`src/rtl/core/stt_pkg.sv`:
```
// Shared constants, codes and byte-class functions of the source text tokenizer.
package stt_pkg;

  // Default widths of position and line counters
  localparam int POS_BITS_DEF  = 20;
  localparam int LINE_BITS_DEF = 16;

  // Result queue: up to three results per byte, four slots of storage
  localparam int MAX_RESULTS = 3;
  localparam int QUEUE_DEPTH = 4;

  // Largest integer literal value
  localparam logic [30:0] INT_LIMIT = 31'h7FFF_FFFF;

  // Scan modes
  localparam logic [2:0] M_IDLE        = 3'd0;
  localparam logic [2:0] M_OP          = 3'd1;
  localparam logic [2:0] M_IDENT       = 3'd2;
  localparam logic [2:0] M_INT         = 3'd3;
  localparam logic [2:0] M_CHAR_OPEN   = 3'd4;
  localparam logic [2:0] M_CHAR_LETTER = 3'd5;
  localparam logic [2:0] M_STRING      = 3'd6;

  // Token kinds
  localparam logic [4:0] K_COLON   = 5'd0;
  localparam logic [4:0] K_SEMI    = 5'd1;
  localparam logic [4:0] K_ASSIGN  = 5'd2;
  localparam logic [4:0] K_EQ      = 5'd3;
  localparam logic [4:0] K_LBRACK  = 5'd4;
  localparam logic [4:0] K_RBRACK  = 5'd5;
  localparam logic [4:0] K_LBRACE  = 5'd6;
  localparam logic [4:0] K_RBRACE  = 5'd7;
  localparam logic [4:0] K_COMMA   = 5'd8;
  localparam logic [4:0] K_LPAREN  = 5'd9;
  localparam logic [4:0] K_RPAREN  = 5'd10;
  localparam logic [4:0] K_MINUS   = 5'd11;
  localparam logic [4:0] K_DEC     = 5'd12;
  localparam logic [4:0] K_NOT     = 5'd13;
  localparam logic [4:0] K_NE      = 5'd14;
  localparam logic [4:0] K_CARET   = 5'd15;
  localparam logic [4:0] K_STAR    = 5'd16;
  localparam logic [4:0] K_SLASH   = 5'd17;
  localparam logic [4:0] K_PERCENT = 5'd18;
  localparam logic [4:0] K_PLUS    = 5'd19;
  localparam logic [4:0] K_INC     = 5'd20;
  localparam logic [4:0] K_LT      = 5'd21;
  localparam logic [4:0] K_LE      = 5'd22;
  localparam logic [4:0] K_GT      = 5'd23;
  localparam logic [4:0] K_GE      = 5'd24;
  localparam logic [4:0] K_AND     = 5'd25;
  localparam logic [4:0] K_OR      = 5'd26;
  localparam logic [4:0] K_IDENT   = 5'd27;
  localparam logic [4:0] K_INT     = 5'd28;
  localparam logic [4:0] K_CHAR    = 5'd29;
  localparam logic [4:0] K_STRING  = 5'd30;
  localparam logic [4:0] K_EOF     = 5'd31;

  // Error codes
  localparam logic [2:0] E_NONE        = 3'd0;
  localparam logic [2:0] E_UNEXPECTED  = 3'd1;
  localparam logic [2:0] E_UNTERM_CHAR = 3'd2;
  localparam logic [2:0] E_OVERFLOW    = 3'd3;
  localparam logic [2:0] E_UNTERM_STR  = 3'd4;

  // Special bytes
  localparam logic [7:0] CH_UNDERSCORE = 8'h5F;
  localparam logic [7:0] CH_NEWLINE    = 8'h0A;
  localparam logic [7:0] CH_DQUOTE     = 8'h22;
  localparam logic [7:0] CH_SQUOTE     = 8'h27;
  localparam logic [7:0] CH_AMP        = 8'h26;
  localparam logic [7:0] CH_BAR        = 8'h7C;
  localparam logic [7:0] CH_SPACE      = 8'h20;

  // Pending operator decode
  typedef struct packed {
    logic [7:0] second;
    logic [4:0] dbl;
    logic [4:0] single;
    logic       has_single;
  } op_info_t;

  // Single-byte token decode
  typedef struct packed {
    logic [4:0] kind;
    logic       hit;
  } start_kind_t;

  function automatic logic is_alpha(input logic [7:0] b);
    return ((b >= "a") && (b <= "z")) || ((b >= "A") && (b <= "Z"));
  endfunction

  function automatic logic is_digit(input logic [7:0] b);
    return (b >= "0") && (b <= "9");
  endfunction

  function automatic logic is_ident(input logic [7:0] b);
    return is_alpha(b) || is_digit(b) || (b == CH_UNDERSCORE);
  endfunction

  function automatic logic is_op_start(input logic [7:0] b);
    return b inside {"=", "-", "!", "+", "<", ">", CH_AMP, CH_BAR};
  endfunction

  function automatic op_info_t op_info(input logic [7:0] op);
    op_info_t r;
    r.has_single = 1'b1;
    case (op)
      "=": begin r.second = "="; r.dbl = K_EQ;  r.single = K_ASSIGN; end
      "-": begin r.second = "-"; r.dbl = K_DEC; r.single = K_MINUS;  end
      "!": begin r.second = "="; r.dbl = K_NE;  r.single = K_NOT;    end
      "+": begin r.second = "+"; r.dbl = K_INC; r.single = K_PLUS;   end
      "<": begin r.second = "="; r.dbl = K_LE;  r.single = K_LT;     end
      ">": begin r.second = "="; r.dbl = K_GE;  r.single = K_GT;     end
      CH_AMP: begin
        r.second = CH_AMP; r.dbl = K_AND; r.single = K_AND; r.has_single = 1'b0;
      end
      default: begin
        r.second = CH_BAR; r.dbl = K_OR; r.single = K_OR; r.has_single = 1'b0;
      end
    endcase
    return r;
  endfunction

  function automatic start_kind_t start_kind(input logic [7:0] b);
    start_kind_t r;
    r.hit = 1'b1;
    case (b)
      ":":     r.kind = K_COLON;
      ";":     r.kind = K_SEMI;
      "[":     r.kind = K_LBRACK;
      "]":     r.kind = K_RBRACK;
      "{":     r.kind = K_LBRACE;
      "}":     r.kind = K_RBRACE;
      ",":     r.kind = K_COMMA;
      "(":     r.kind = K_LPAREN;
      ")":     r.kind = K_RPAREN;
      "^":     r.kind = K_CARET;
      "*":     r.kind = K_STAR;
      "/":     r.kind = K_SLASH;
      "%":     r.kind = K_PERCENT;
      default: begin r.kind = K_COLON; r.hit = 1'b0; end
    endcase
    return r;
  endfunction

endpackage

```
`src/rtl/core/stt_result_fifo.sv`:
```
// Result FIFO: loads up to three records, drains one per cycle on out_ready.
module stt_result_fifo import stt_pkg::*; #(
  parameter int W = 8
) (
  input  logic                          clk,
  input  logic                          rst_n,
  input  logic                          load,
  input  logic [1:0]                    load_cnt,
  input  logic [MAX_RESULTS-1:0][W-1:0] load_data,
  output logic                          room,
  output logic                          out_valid,
  input  logic                          out_ready,
  output logic [W-1:0]                  out_data
);

  localparam int CW = $clog2(QUEUE_DEPTH + 1);

  logic [CW-1:0]                   cnt_r, cnt_nxt;
  logic [QUEUE_DEPTH-1:0][W-1:0]   data_r, data_nxt;
  logic [CW-1:0]                   base;
  logic                            pop;
  logic [CW-1:0]                   slot;

  assign out_valid = (cnt_r != '0);
  assign out_data  = data_r[0];
  assign pop       = out_valid && out_ready;
  // accept a new burst only when a full one still fits
  assign room      = (cnt_r <= CW'(QUEUE_DEPTH - MAX_RESULTS));

  // shift down on pop, then append the burst behind what remains
  always_comb begin
    base     = cnt_r - CW'(pop);
    data_nxt = data_r;
    slot     = '0;
    for (int i = 0; i < QUEUE_DEPTH - 1; i++) begin
      if (pop) begin
        data_nxt[i] = data_r[i + 1];
      end
    end
    for (int i = 0; i < QUEUE_DEPTH; i++) begin
      slot = CW'(i) - base;
      if (load && (CW'(i) >= base) && (slot < CW'(load_cnt))) begin
        data_nxt[i] = load_data[slot[1:0]];
      end
    end
    cnt_nxt = load ? (base + CW'(load_cnt)) : base;
  end

  // clear count under reset, payload needs none
  always_ff @(posedge clk) begin
    if (!rst_n) begin
      cnt_r <= '0;
    end else begin
      cnt_r <= cnt_nxt;
    end
  end

  always_ff @(posedge clk) begin
    data_r <= data_nxt;
  end

endmodule

```
`src/rtl/core/source_text_tokenizer.sv`:
```
// Top level of the source text tokenizer: byte scanner and result queue.
// A token enters the result queue when the byte that completes it is accepted.
// Throughput: one byte per cycle while out_ready is high and each byte yields
// at most one token; the one result port paces bytes with two or three results.
// Reset (rst_n low, synchronous): scanner idle, counters cleared, line count one,
// result queue empty.
module source_text_tokenizer import stt_pkg::*; #(
  parameter int POS_BITS  = POS_BITS_DEF,
  parameter int LINE_BITS = LINE_BITS_DEF
) (
  input  logic                 clk,
  input  logic                 rst_n,
  input  logic                 in_valid,
  output logic                 in_ready,
  input  logic [7:0]           in_char_byte,
  input  logic                 in_last_char,
  output logic                 out_valid,
  input  logic                 out_ready,
  output logic [4:0]           out_token_kind,
  output logic [2:0]           out_error_code,
  output logic [POS_BITS-1:0]  out_token_pos,
  output logic [LINE_BITS-1:0] out_line_number,
  output logic [POS_BITS-1:0]  out_token_length,
  output logic [30:0]          out_int_value,
  output logic [7:0]           out_char_value,
  output logic                 out_last_result
);

  typedef struct packed {
    logic [4:0]           kind;
    logic [2:0]           err;
    logic [POS_BITS-1:0]  pos;
    logic [LINE_BITS-1:0] line;
    logic [POS_BITS-1:0]  len;
    logic [30:0]          ival;
    logic [7:0]           cval;
    logic                 last;
  } rec_t;

  localparam int REC_W = $bits(rec_t);

  // scanner state
  logic [2:0]           mode_r, mode_nxt;
  logic [7:0]           op_r, op_nxt;
  logic [30:0]          acc_r, acc_nxt;
  logic                 ovf_r, ovf_nxt;
  logic [POS_BITS-1:0]  tlen_r, tlen_nxt;
  logic [7:0]           letter_r, letter_nxt;
  logic [POS_BITS-1:0]  pos_r, pos_nxt;
  logic [LINE_BITS-1:0] line_r, line_nxt;

  logic                              accept;
  logic                              room;
  logic [1:0]                        n;
  rec_t [MAX_RESULTS-1:0]            rec;
  logic [MAX_RESULTS-1:0][REC_W-1:0] rec_bits;
  logic [REC_W-1:0]                  out_bits;
  rec_t                              out_rec;

  logic [7:0]           b;
  logic [POS_BITS-1:0]  pos_inc;
  logic [POS_BITS-1:0]  pos_eof;
  logic                 fresh;
  op_info_t             cur_op;
  op_info_t             end_op;
  start_kind_t          sk;
  logic [34:0]          digit_sum;

  function automatic rec_t mk_rec(input logic [4:0] kind, input logic [2:0] err,
                                  input logic [POS_BITS-1:0] pos,
                                  input logic [LINE_BITS-1:0] line,
                                  input logic [POS_BITS-1:0] len,
                                  input logic [30:0] ival, input logic [7:0] cval);
    rec_t r;
    r.kind = kind;
    r.err  = err;
    r.pos  = pos;
    r.line = line;
    r.len  = len;
    r.ival = ival;
    r.cval = cval;
    r.last = 1'b0;
    return r;
  endfunction

  assign b        = in_char_byte;
  assign accept   = in_valid && in_ready;
  assign in_ready = room;
  assign pos_inc  = (pos_r == '1) ? pos_r : pos_r + 1'b1;
  assign cur_op   = op_info(op_r);
  assign sk       = start_kind(b);
  // accumulator times ten plus the new digit, by shifts
  assign digit_sum = ({4'b0, acc_r} << 3) + ({4'b0, acc_r} << 1) + {31'b0, b[3:0]};

  // scan one byte: next state and up to three results
  always_comb begin
    mode_nxt   = mode_r;
    op_nxt     = op_r;
    acc_nxt    = acc_r;
    ovf_nxt    = ovf_r;
    tlen_nxt   = tlen_r;
    letter_nxt = letter_r;
    line_nxt   = line_r;
    pos_nxt    = pos_inc;
    fresh      = 1'b1;
    n          = '0;
    rec        = '0;
    end_op     = op_info(op_r);
    pos_eof    = pos_inc;

    // close or extend the open construct
    case (mode_r)
      M_OP: begin
        mode_nxt = M_IDLE;
        if (b == cur_op.second) begin
          rec[n] = mk_rec(cur_op.dbl, E_NONE, pos_inc, line_r, '0, '0, '0);
          n      = n + 1'b1;
          fresh  = 1'b0;
        end else if (cur_op.has_single) begin
          rec[n] = mk_rec(cur_op.single, E_NONE, pos_r, line_r, '0, '0, '0);
          n      = n + 1'b1;
        end
      end
      M_IDENT: begin
        if (is_ident(b)) begin
          tlen_nxt = (tlen_r == '1) ? tlen_r : tlen_r + 1'b1;
          fresh    = 1'b0;
        end else begin
          rec[n]   = mk_rec(K_IDENT, E_NONE, pos_r, line_r, tlen_r, '0, '0);
          n        = n + 1'b1;
          mode_nxt = M_IDLE;
        end
      end
      M_INT: begin
        if (is_digit(b)) begin
          fresh = 1'b0;
          if (!ovf_r) begin
            if (digit_sum > {4'b0, INT_LIMIT}) begin
              ovf_nxt = 1'b1;
            end else begin
              acc_nxt = digit_sum[30:0];
            end
          end
        end else begin
          if (ovf_r) begin
            rec[n] = mk_rec(K_INT, E_OVERFLOW, pos_r, line_r, '0, '0, '0);
          end else begin
            rec[n] = mk_rec(K_INT, E_NONE, pos_r, line_r, '0, acc_r, '0);
          end
          n        = n + 1'b1;
          mode_nxt = M_IDLE;
        end
      end
      M_CHAR_OPEN: begin
        if (is_alpha(b)) begin
          letter_nxt = b;
          mode_nxt   = M_CHAR_LETTER;
          fresh      = 1'b0;
        end else begin
          mode_nxt = M_IDLE;
        end
      end
      M_CHAR_LETTER: begin
        mode_nxt = M_IDLE;
        if (b == CH_SQUOTE) begin
          rec[n] = mk_rec(K_CHAR, E_NONE, pos_r, line_r, '0, '0, letter_r);
          fresh  = 1'b0;
        end else begin
          rec[n] = mk_rec(K_CHAR, E_UNTERM_CHAR, pos_r, line_r, '0, '0, '0);
        end
        n = n + 1'b1;
      end
      M_STRING: begin
        fresh = 1'b0;
        if (b == CH_DQUOTE) begin
          rec[n]   = mk_rec(K_STRING, E_NONE, pos_inc, line_r, tlen_r, '0, '0);
          n        = n + 1'b1;
          mode_nxt = M_IDLE;
        end else if (b == CH_NEWLINE) begin
          line_nxt = (line_r == '1) ? line_r : line_r + 1'b1;
        end else begin
          tlen_nxt = (tlen_r == '1) ? tlen_r : tlen_r + 1'b1;
        end
      end
      default: begin
        mode_nxt = M_IDLE;
      end
    endcase

    // start a new construct from this byte
    if (fresh) begin
      if (sk.hit) begin
        rec[n] = mk_rec(sk.kind, E_NONE, pos_inc, line_r, '0, '0, '0);
        n      = n + 1'b1;
      end else if (is_op_start(b)) begin
        mode_nxt = M_OP;
        op_nxt   = b;
      end else if (b == CH_SQUOTE) begin
        mode_nxt = M_CHAR_OPEN;
      end else if (b == CH_DQUOTE) begin
        mode_nxt = M_STRING;
        tlen_nxt = '0;
      end else if (b == CH_SPACE) begin
        mode_nxt = mode_nxt;
      end else if (b == CH_NEWLINE) begin
        line_nxt = (line_r == '1) ? line_r : line_r + 1'b1;
      end else if (is_alpha(b) || (b == CH_UNDERSCORE)) begin
        mode_nxt = M_IDENT;
        tlen_nxt = POS_BITS'(1);
      end else if (is_digit(b)) begin
        mode_nxt = M_INT;
        acc_nxt  = {27'b0, b[3:0]};
        ovf_nxt  = 1'b0;
      end else begin
        rec[n] = mk_rec(K_COLON, E_UNEXPECTED, pos_inc, line_r, '0, '0, '0);
        n      = n + 1'b1;
      end
    end

    // flush at end of source, add end of file and restart
    if (in_last_char) begin
      end_op  = op_info(op_nxt);
      pos_eof = (pos_inc == '1) ? pos_inc : pos_inc + 1'b1;
      case (mode_nxt)
        M_OP: begin
          if (end_op.has_single) begin
            rec[n] = mk_rec(end_op.single, E_NONE, pos_inc, line_nxt, '0, '0, '0);
            n      = n + 1'b1;
          end
        end
        M_IDENT: begin
          rec[n] = mk_rec(K_IDENT, E_NONE, pos_inc, line_nxt, tlen_nxt, '0, '0);
          n      = n + 1'b1;
        end
        M_INT: begin
          if (ovf_nxt) begin
            rec[n] = mk_rec(K_INT, E_OVERFLOW, pos_inc, line_nxt, '0, '0, '0);
          end else begin
            rec[n] = mk_rec(K_INT, E_NONE, pos_inc, line_nxt, '0, acc_nxt, '0);
          end
          n = n + 1'b1;
        end
        M_CHAR_LETTER: begin
          rec[n] = mk_rec(K_CHAR, E_UNTERM_CHAR, pos_inc, line_nxt, '0, '0, '0);
          n      = n + 1'b1;
        end
        M_STRING: begin
          rec[n] = mk_rec(K_STRING, E_UNTERM_STR, pos_inc, line_nxt, '0, '0, '0);
          n      = n + 1'b1;
        end
        default: begin
          n = n;
        end
      endcase
      rec[n] = mk_rec(K_EOF, E_NONE, pos_eof, line_nxt, '0, '0, '0);
      n      = n + 1'b1;

      mode_nxt   = M_IDLE;
      op_nxt     = '0;
      acc_nxt    = '0;
      ovf_nxt    = 1'b0;
      tlen_nxt   = '0;
      letter_nxt = '0;
      pos_nxt    = '0;
      line_nxt   = LINE_BITS'(1);
    end

    // mark the final result of this byte
    if (n != '0) begin
      rec[2'(n - 1'b1)].last = 1'b1;
    end
  end

  // advance scanner state on each accepted byte
  always_ff @(posedge clk) begin
    if (!rst_n) begin
      mode_r   <= M_IDLE;
      op_r     <= '0;
      acc_r    <= '0;
      ovf_r    <= 1'b0;
      tlen_r   <= '0;
      letter_r <= '0;
      pos_r    <= '0;
      line_r   <= LINE_BITS'(1);
    end else if (accept) begin
      mode_r   <= mode_nxt;
      op_r     <= op_nxt;
      acc_r    <= acc_nxt;
      ovf_r    <= ovf_nxt;
      tlen_r   <= tlen_nxt;
      letter_r <= letter_nxt;
      pos_r    <= pos_nxt;
      line_r   <= line_nxt;
    end
  end

  always_comb begin
    for (int i = 0; i < MAX_RESULTS; i++) begin
      rec_bits[i] = rec[i];
    end
  end

  stt_result_fifo #(
    .W (REC_W)
  ) u_fifo (
    .clk       (clk),
    .rst_n     (rst_n),
    .load      (accept && (n != '0)),
    .load_cnt  (n),
    .load_data (rec_bits),
    .room      (room),
    .out_valid (out_valid),
    .out_ready (out_ready),
    .out_data  (out_bits)
  );

  // unpack the head record onto the result ports
  assign out_rec          = out_bits;
  assign out_token_kind   = out_rec.kind;
  assign out_error_code   = out_rec.err;
  assign out_token_pos    = out_rec.pos;
  assign out_line_number  = out_rec.line;
  assign out_token_length = out_rec.len;
  assign out_int_value    = out_rec.ival;
  assign out_char_value   = out_rec.cval;
  assign out_last_result  = out_rec.last;

endmodule
```
`config.mk`:
```
export PLATFORM = sky130hd
export DESIGN_NAME = source_text_tokenizer
export DESIGN_NICKNAME = d
export VERILOG_FILES = /design/src/rtl/core/stt_pkg.sv /design/src/rtl/core/stt_result_fifo.sv /design/src/rtl/core/source_text_tokenizer.sv
export SDC_FILE = /design/constraint.sdc
export NUM_CORES = 2
export LEC_CHECK = 0
export BUFFER_PORTS_ARGS = -buffer_cell sky130_fd_sc_hd__buf_2
export CAP_MARGIN = 20
export CELL_PAD_IN_SITES_DETAIL_PLACEMENT = 1
export CELL_PAD_IN_SITES_GLOBAL_PLACEMENT = 1
export CORE_UTILIZATION = 49
export CTS_CLUSTER_SIZE = 40
export DETAILED_ROUTE_END_ITERATION = 8
export GPL_TIMING_DRIVEN = 0
export PLACE_DENSITY_LB_ADDON = 0.2
export REMOVE_ABC_BUFFERS = 1
export SLEW_MARGIN = 10
export SYNTH_ARGS = -nofsm -noshare
export SYNTH_HDL_FRONTEND = slang
export SYNTH_SLANG_ARGS = --single-unit
```
`constraint.sdc`:
```
create_clock -name clk -period 18.2 [get_ports clk]
set_clock_uncertainty 0.05 [all_clocks]
set_input_delay 0.91 -clock clk [delete_from_list [all_inputs] [get_ports clk]]
set_output_delay 0.91 -clock clk [all_outputs]
set_load 0.1 [all_outputs]
```
==> flow_summary.json <==
{
  "finalNetCount": 4162,
  "status": "finished clean",
  "cp_common_cell": "ha_1",
  "p_sw_mw": 3.84,
  "synth_edf_count": 416,
  "period_share_pct": 58.0,
  "maxCapViolCount": 0,
  "path_max_fanout": 54,
  "hpwl_mm": 106,
  "cts_tree": "built",
  "cp_top_family": "simple AND/OR/NAND/NOR gates",
  "ant_nets": 0,
  "grt_max_degree": 69,
  "hold_path_class": "flop to flop",
  "end_kind": "flop",
  "grt_pass1_wl_mm": 230,
  "critical_path_arrival_ps": 10890,
  "p_total_mw": 7.50,
  "drc": 0,
  "port_buffers": 118,
  "cts_setup_buffers": 0,
  "rsz0062_at_grt": "false",
  "hold_viol": 0,
  "ys_seq_elements": 526,
  "critPathRequiredTime_ps": 18540,
  "io-pin-count": 119,
  "pre_cts_ws_ps": 7380,
  "fp.coreArea_sq_mm": 0.0743,
  "combinationalPowerShare_pct": 54.0,
  "grt_pass1_vias": 35800,
  "setup-violations-final": 0,
  "initial_core_util_pct": 49.4,
  "root_buffer": "clkbuf_16",
  "wirelength_mm": 156,
  "synth_top_area_share_pct": 34.0,
  "switching_share_pct": 51.3,
  "synth_top_flop_cell": "edfxtp_1",
  "startpoint_type": "primary input",
  "setup_ws_ps": 7650,
  "die-area_sq_mm": 0.0761,
  "p_seq_share_pct": 28.7,
  "drtIter0Drc": 4221,
  "worst_pin_slew_ps": 1230,
  "clock_latency_ps": 660,
  "vias": 36500,
  "slew_viol_final": 0,
  "numCtsBuffers": 59,
  "yosysUniqueCellTypes": 103,
  "worstSetupPathType": "primary input to flop",
  "worst_path_largest_cell_delay_ps": 810,
  "final_core_util_pct": 54.0,
  "path_clk_slew_ps": 60,
  "htreeDepth": 2,
  "internal_power_mw": 3.65,
  "ys.warnings.count": 0,
  "cts.sinks": 526,
  "rows": 100,
  "clock.fmax_mhz": 94.8,
  "syn_avg_cell_area_sq_um": 8.67,
  "layout-drive-gt1-share_pct": 10.4,
  "clkPwrFrac_pct": 17.4,
  "die_x_um": 276,
  "grt.total_usage_pct": 40.2,
  "synthTopCellsByArea": "edfxtp_1 (34%), dfxtp_1 (6.0%), nor2_1 (4.8%)",
  "syn_area_sq_mm": 0.0367,
  "critPathBufInv": 5,
  "grt-ovfl-total": 0,
  "die_h_um": 276,
  "antenna_found_initial": 7,
  "fin_crit_ps": 10550,
  "vdd_drop_max_uv": 396,
  "worst_path_max_delay_cell": "nor2_1",
  "synthTopCellsByCount": "nor2_1 (473), edfxtp_1 (416), nand2_1 (415)",
  "yosysMostFrequentCell": "nor2_1",
  "cts_resized": 0,
  "slew_headroom_pct": 17.7,
  "dpl_cell_area_sq_mm": 0.0380,
  "place_congestion": 1.00,
  "syn_to_final_growth_pct": 9.28,
  "cts_hold_buf": 0,
  "dr.pass1.iters": 8,
  "vias_per_cell": 7.18,
  "leakage_nw": 13.5,
  "power_density_mw_per_mm2": 187,
  "fin_cells": 5082,
  "stdcell_area_sq_mm": 0.0401,
  "synthArstFlopShare_pct": 0,
  "syn_inst": 4237,
  "wl_per_cell_um": 30.8,
  "clock_path_buffers": 3,
  "synth-seq-area-share_pct": 40.0,
  "yosysTopAreaCell": "edfxtp_1",
  "place_inst": 4957
}
[cells by family (layout without fill, tap and decap cells)]
logic type | count (synthesis) | after routing | share of synthesized area (%)
XOR/XNOR | 77 | 77 | 1.84
flip-flops | 526 | 526 | 40.0
buffers and inverters | 511 | 382 | 6.57
multiplexers | 66 | 66 | 1.86
AND/OR/NAND/NOR | 1525 | 1525 | 19.7
AO/OA/AOI/OAI | 1441 | 1441 | 26.8
other | 0 | 5 | 0
adder cells (fa/ha/maj) | 91 | 91 | 3.16
[state kept, by name, summed over array words and instances (netlist names)]
name,cells
pos_r,20
line_r,16
letter_r,8
acc_r,31
u_fifo.cnt_r,3
mode_r,3
u_fifo.data_r,312
u_fifo.out_data,104
ovf_r,1
op_r,8
tlen_r,20
[area by class of cell]
cell class | count | area (sq um)
Timing Repair Buffer | 204 | 2000
Antenna cell | 5 | 12.5
Tap cell | 969 | 1210
Fill cell | 8556 | 34200
Clock inverter | 38 | 468
Clock buffer | 73 | 1590
Multi-Input combinational cell | 3200 | 19900
Sequential cell | 526 | 14700
Inverter | 67 | 254
[power by group through the flow]
stage	logic, mW	clock network [mW]	registers (mW)
after floorplan	1.51	0	3.11
after global placement	3.65	0	2.27
after detailed placement	3.90	0	2.17
after CTS	3.93	1.30	2.15
after global routing	4.15	1.34	2.19
final	4.05	1.30	2.15
[routing by layer]
metal / wire [um] / global-route usage, % / share of wire [%] / vias up
met4: 6680 / 18.2 / 4.3 / 6
met5: 36 / 0 / 0.023 / -
li1: - / - / - / 15600
met2: 69100 / 60.9 / 44 / 2200
met3: 16200 / 7.75 / 10 / 441
met1: 64300 / 55.4 / 41 / 18200
[final timing paths]
path	cells past startpoint	startpoint	to	slack [ps]
setup / recovery	26	in_char_byte[4]	u_fifo.out_data[103]$_DFFE_PP_	7650
hold / removal	2	u_fifo.data_r[134]$_DFFE_PP_	u_fifo.out_data[30]$_DFFE_PP_	480
setup reg to reg	25	op_r[4]$_SDFFE_PN0P_	u_fifo.out_data[103]$_DFFE_PP_	7990
hold reg to reg	2	u_fifo.data_r[134]$_DFFE_PP_	u_fifo.out_data[30]$_DFFE_PP_	480
[through the flow]
stage | hold slack [ps] | TNS (ps)
floorplan | 427 | 0
global placement | 451 | -1303010
detailed placement | 461 | 0
CTS | 481 | 0
global route | 499 | 0
finish | 479 | 0
[cells in the final DEF (no fill, tap or decap), drive strengths merged, types with 81 or more instances in the layout]
cell type | Yosys | layout
edfxtp | 416 | 416
nor3 | 87 | 87
nand2 | 416 | 416
a221oi | 92 | 92
ha | 88 | 88
nor2b | 81 | 81
dfxtp | 110 | 110
a22oi | 99 | 99
buf | 197 | 202
a21oi | 288 | 288
nor2 | 476 | 476
o21ai | 288 | 288
nand3 | 127 | 127
[worst min-delay path: stages (launching register included)]
cell and delay (ps):
edfxtp_1 320, nand2_1 40, o21ai_0 60
(Power assumes the default switching activity.)
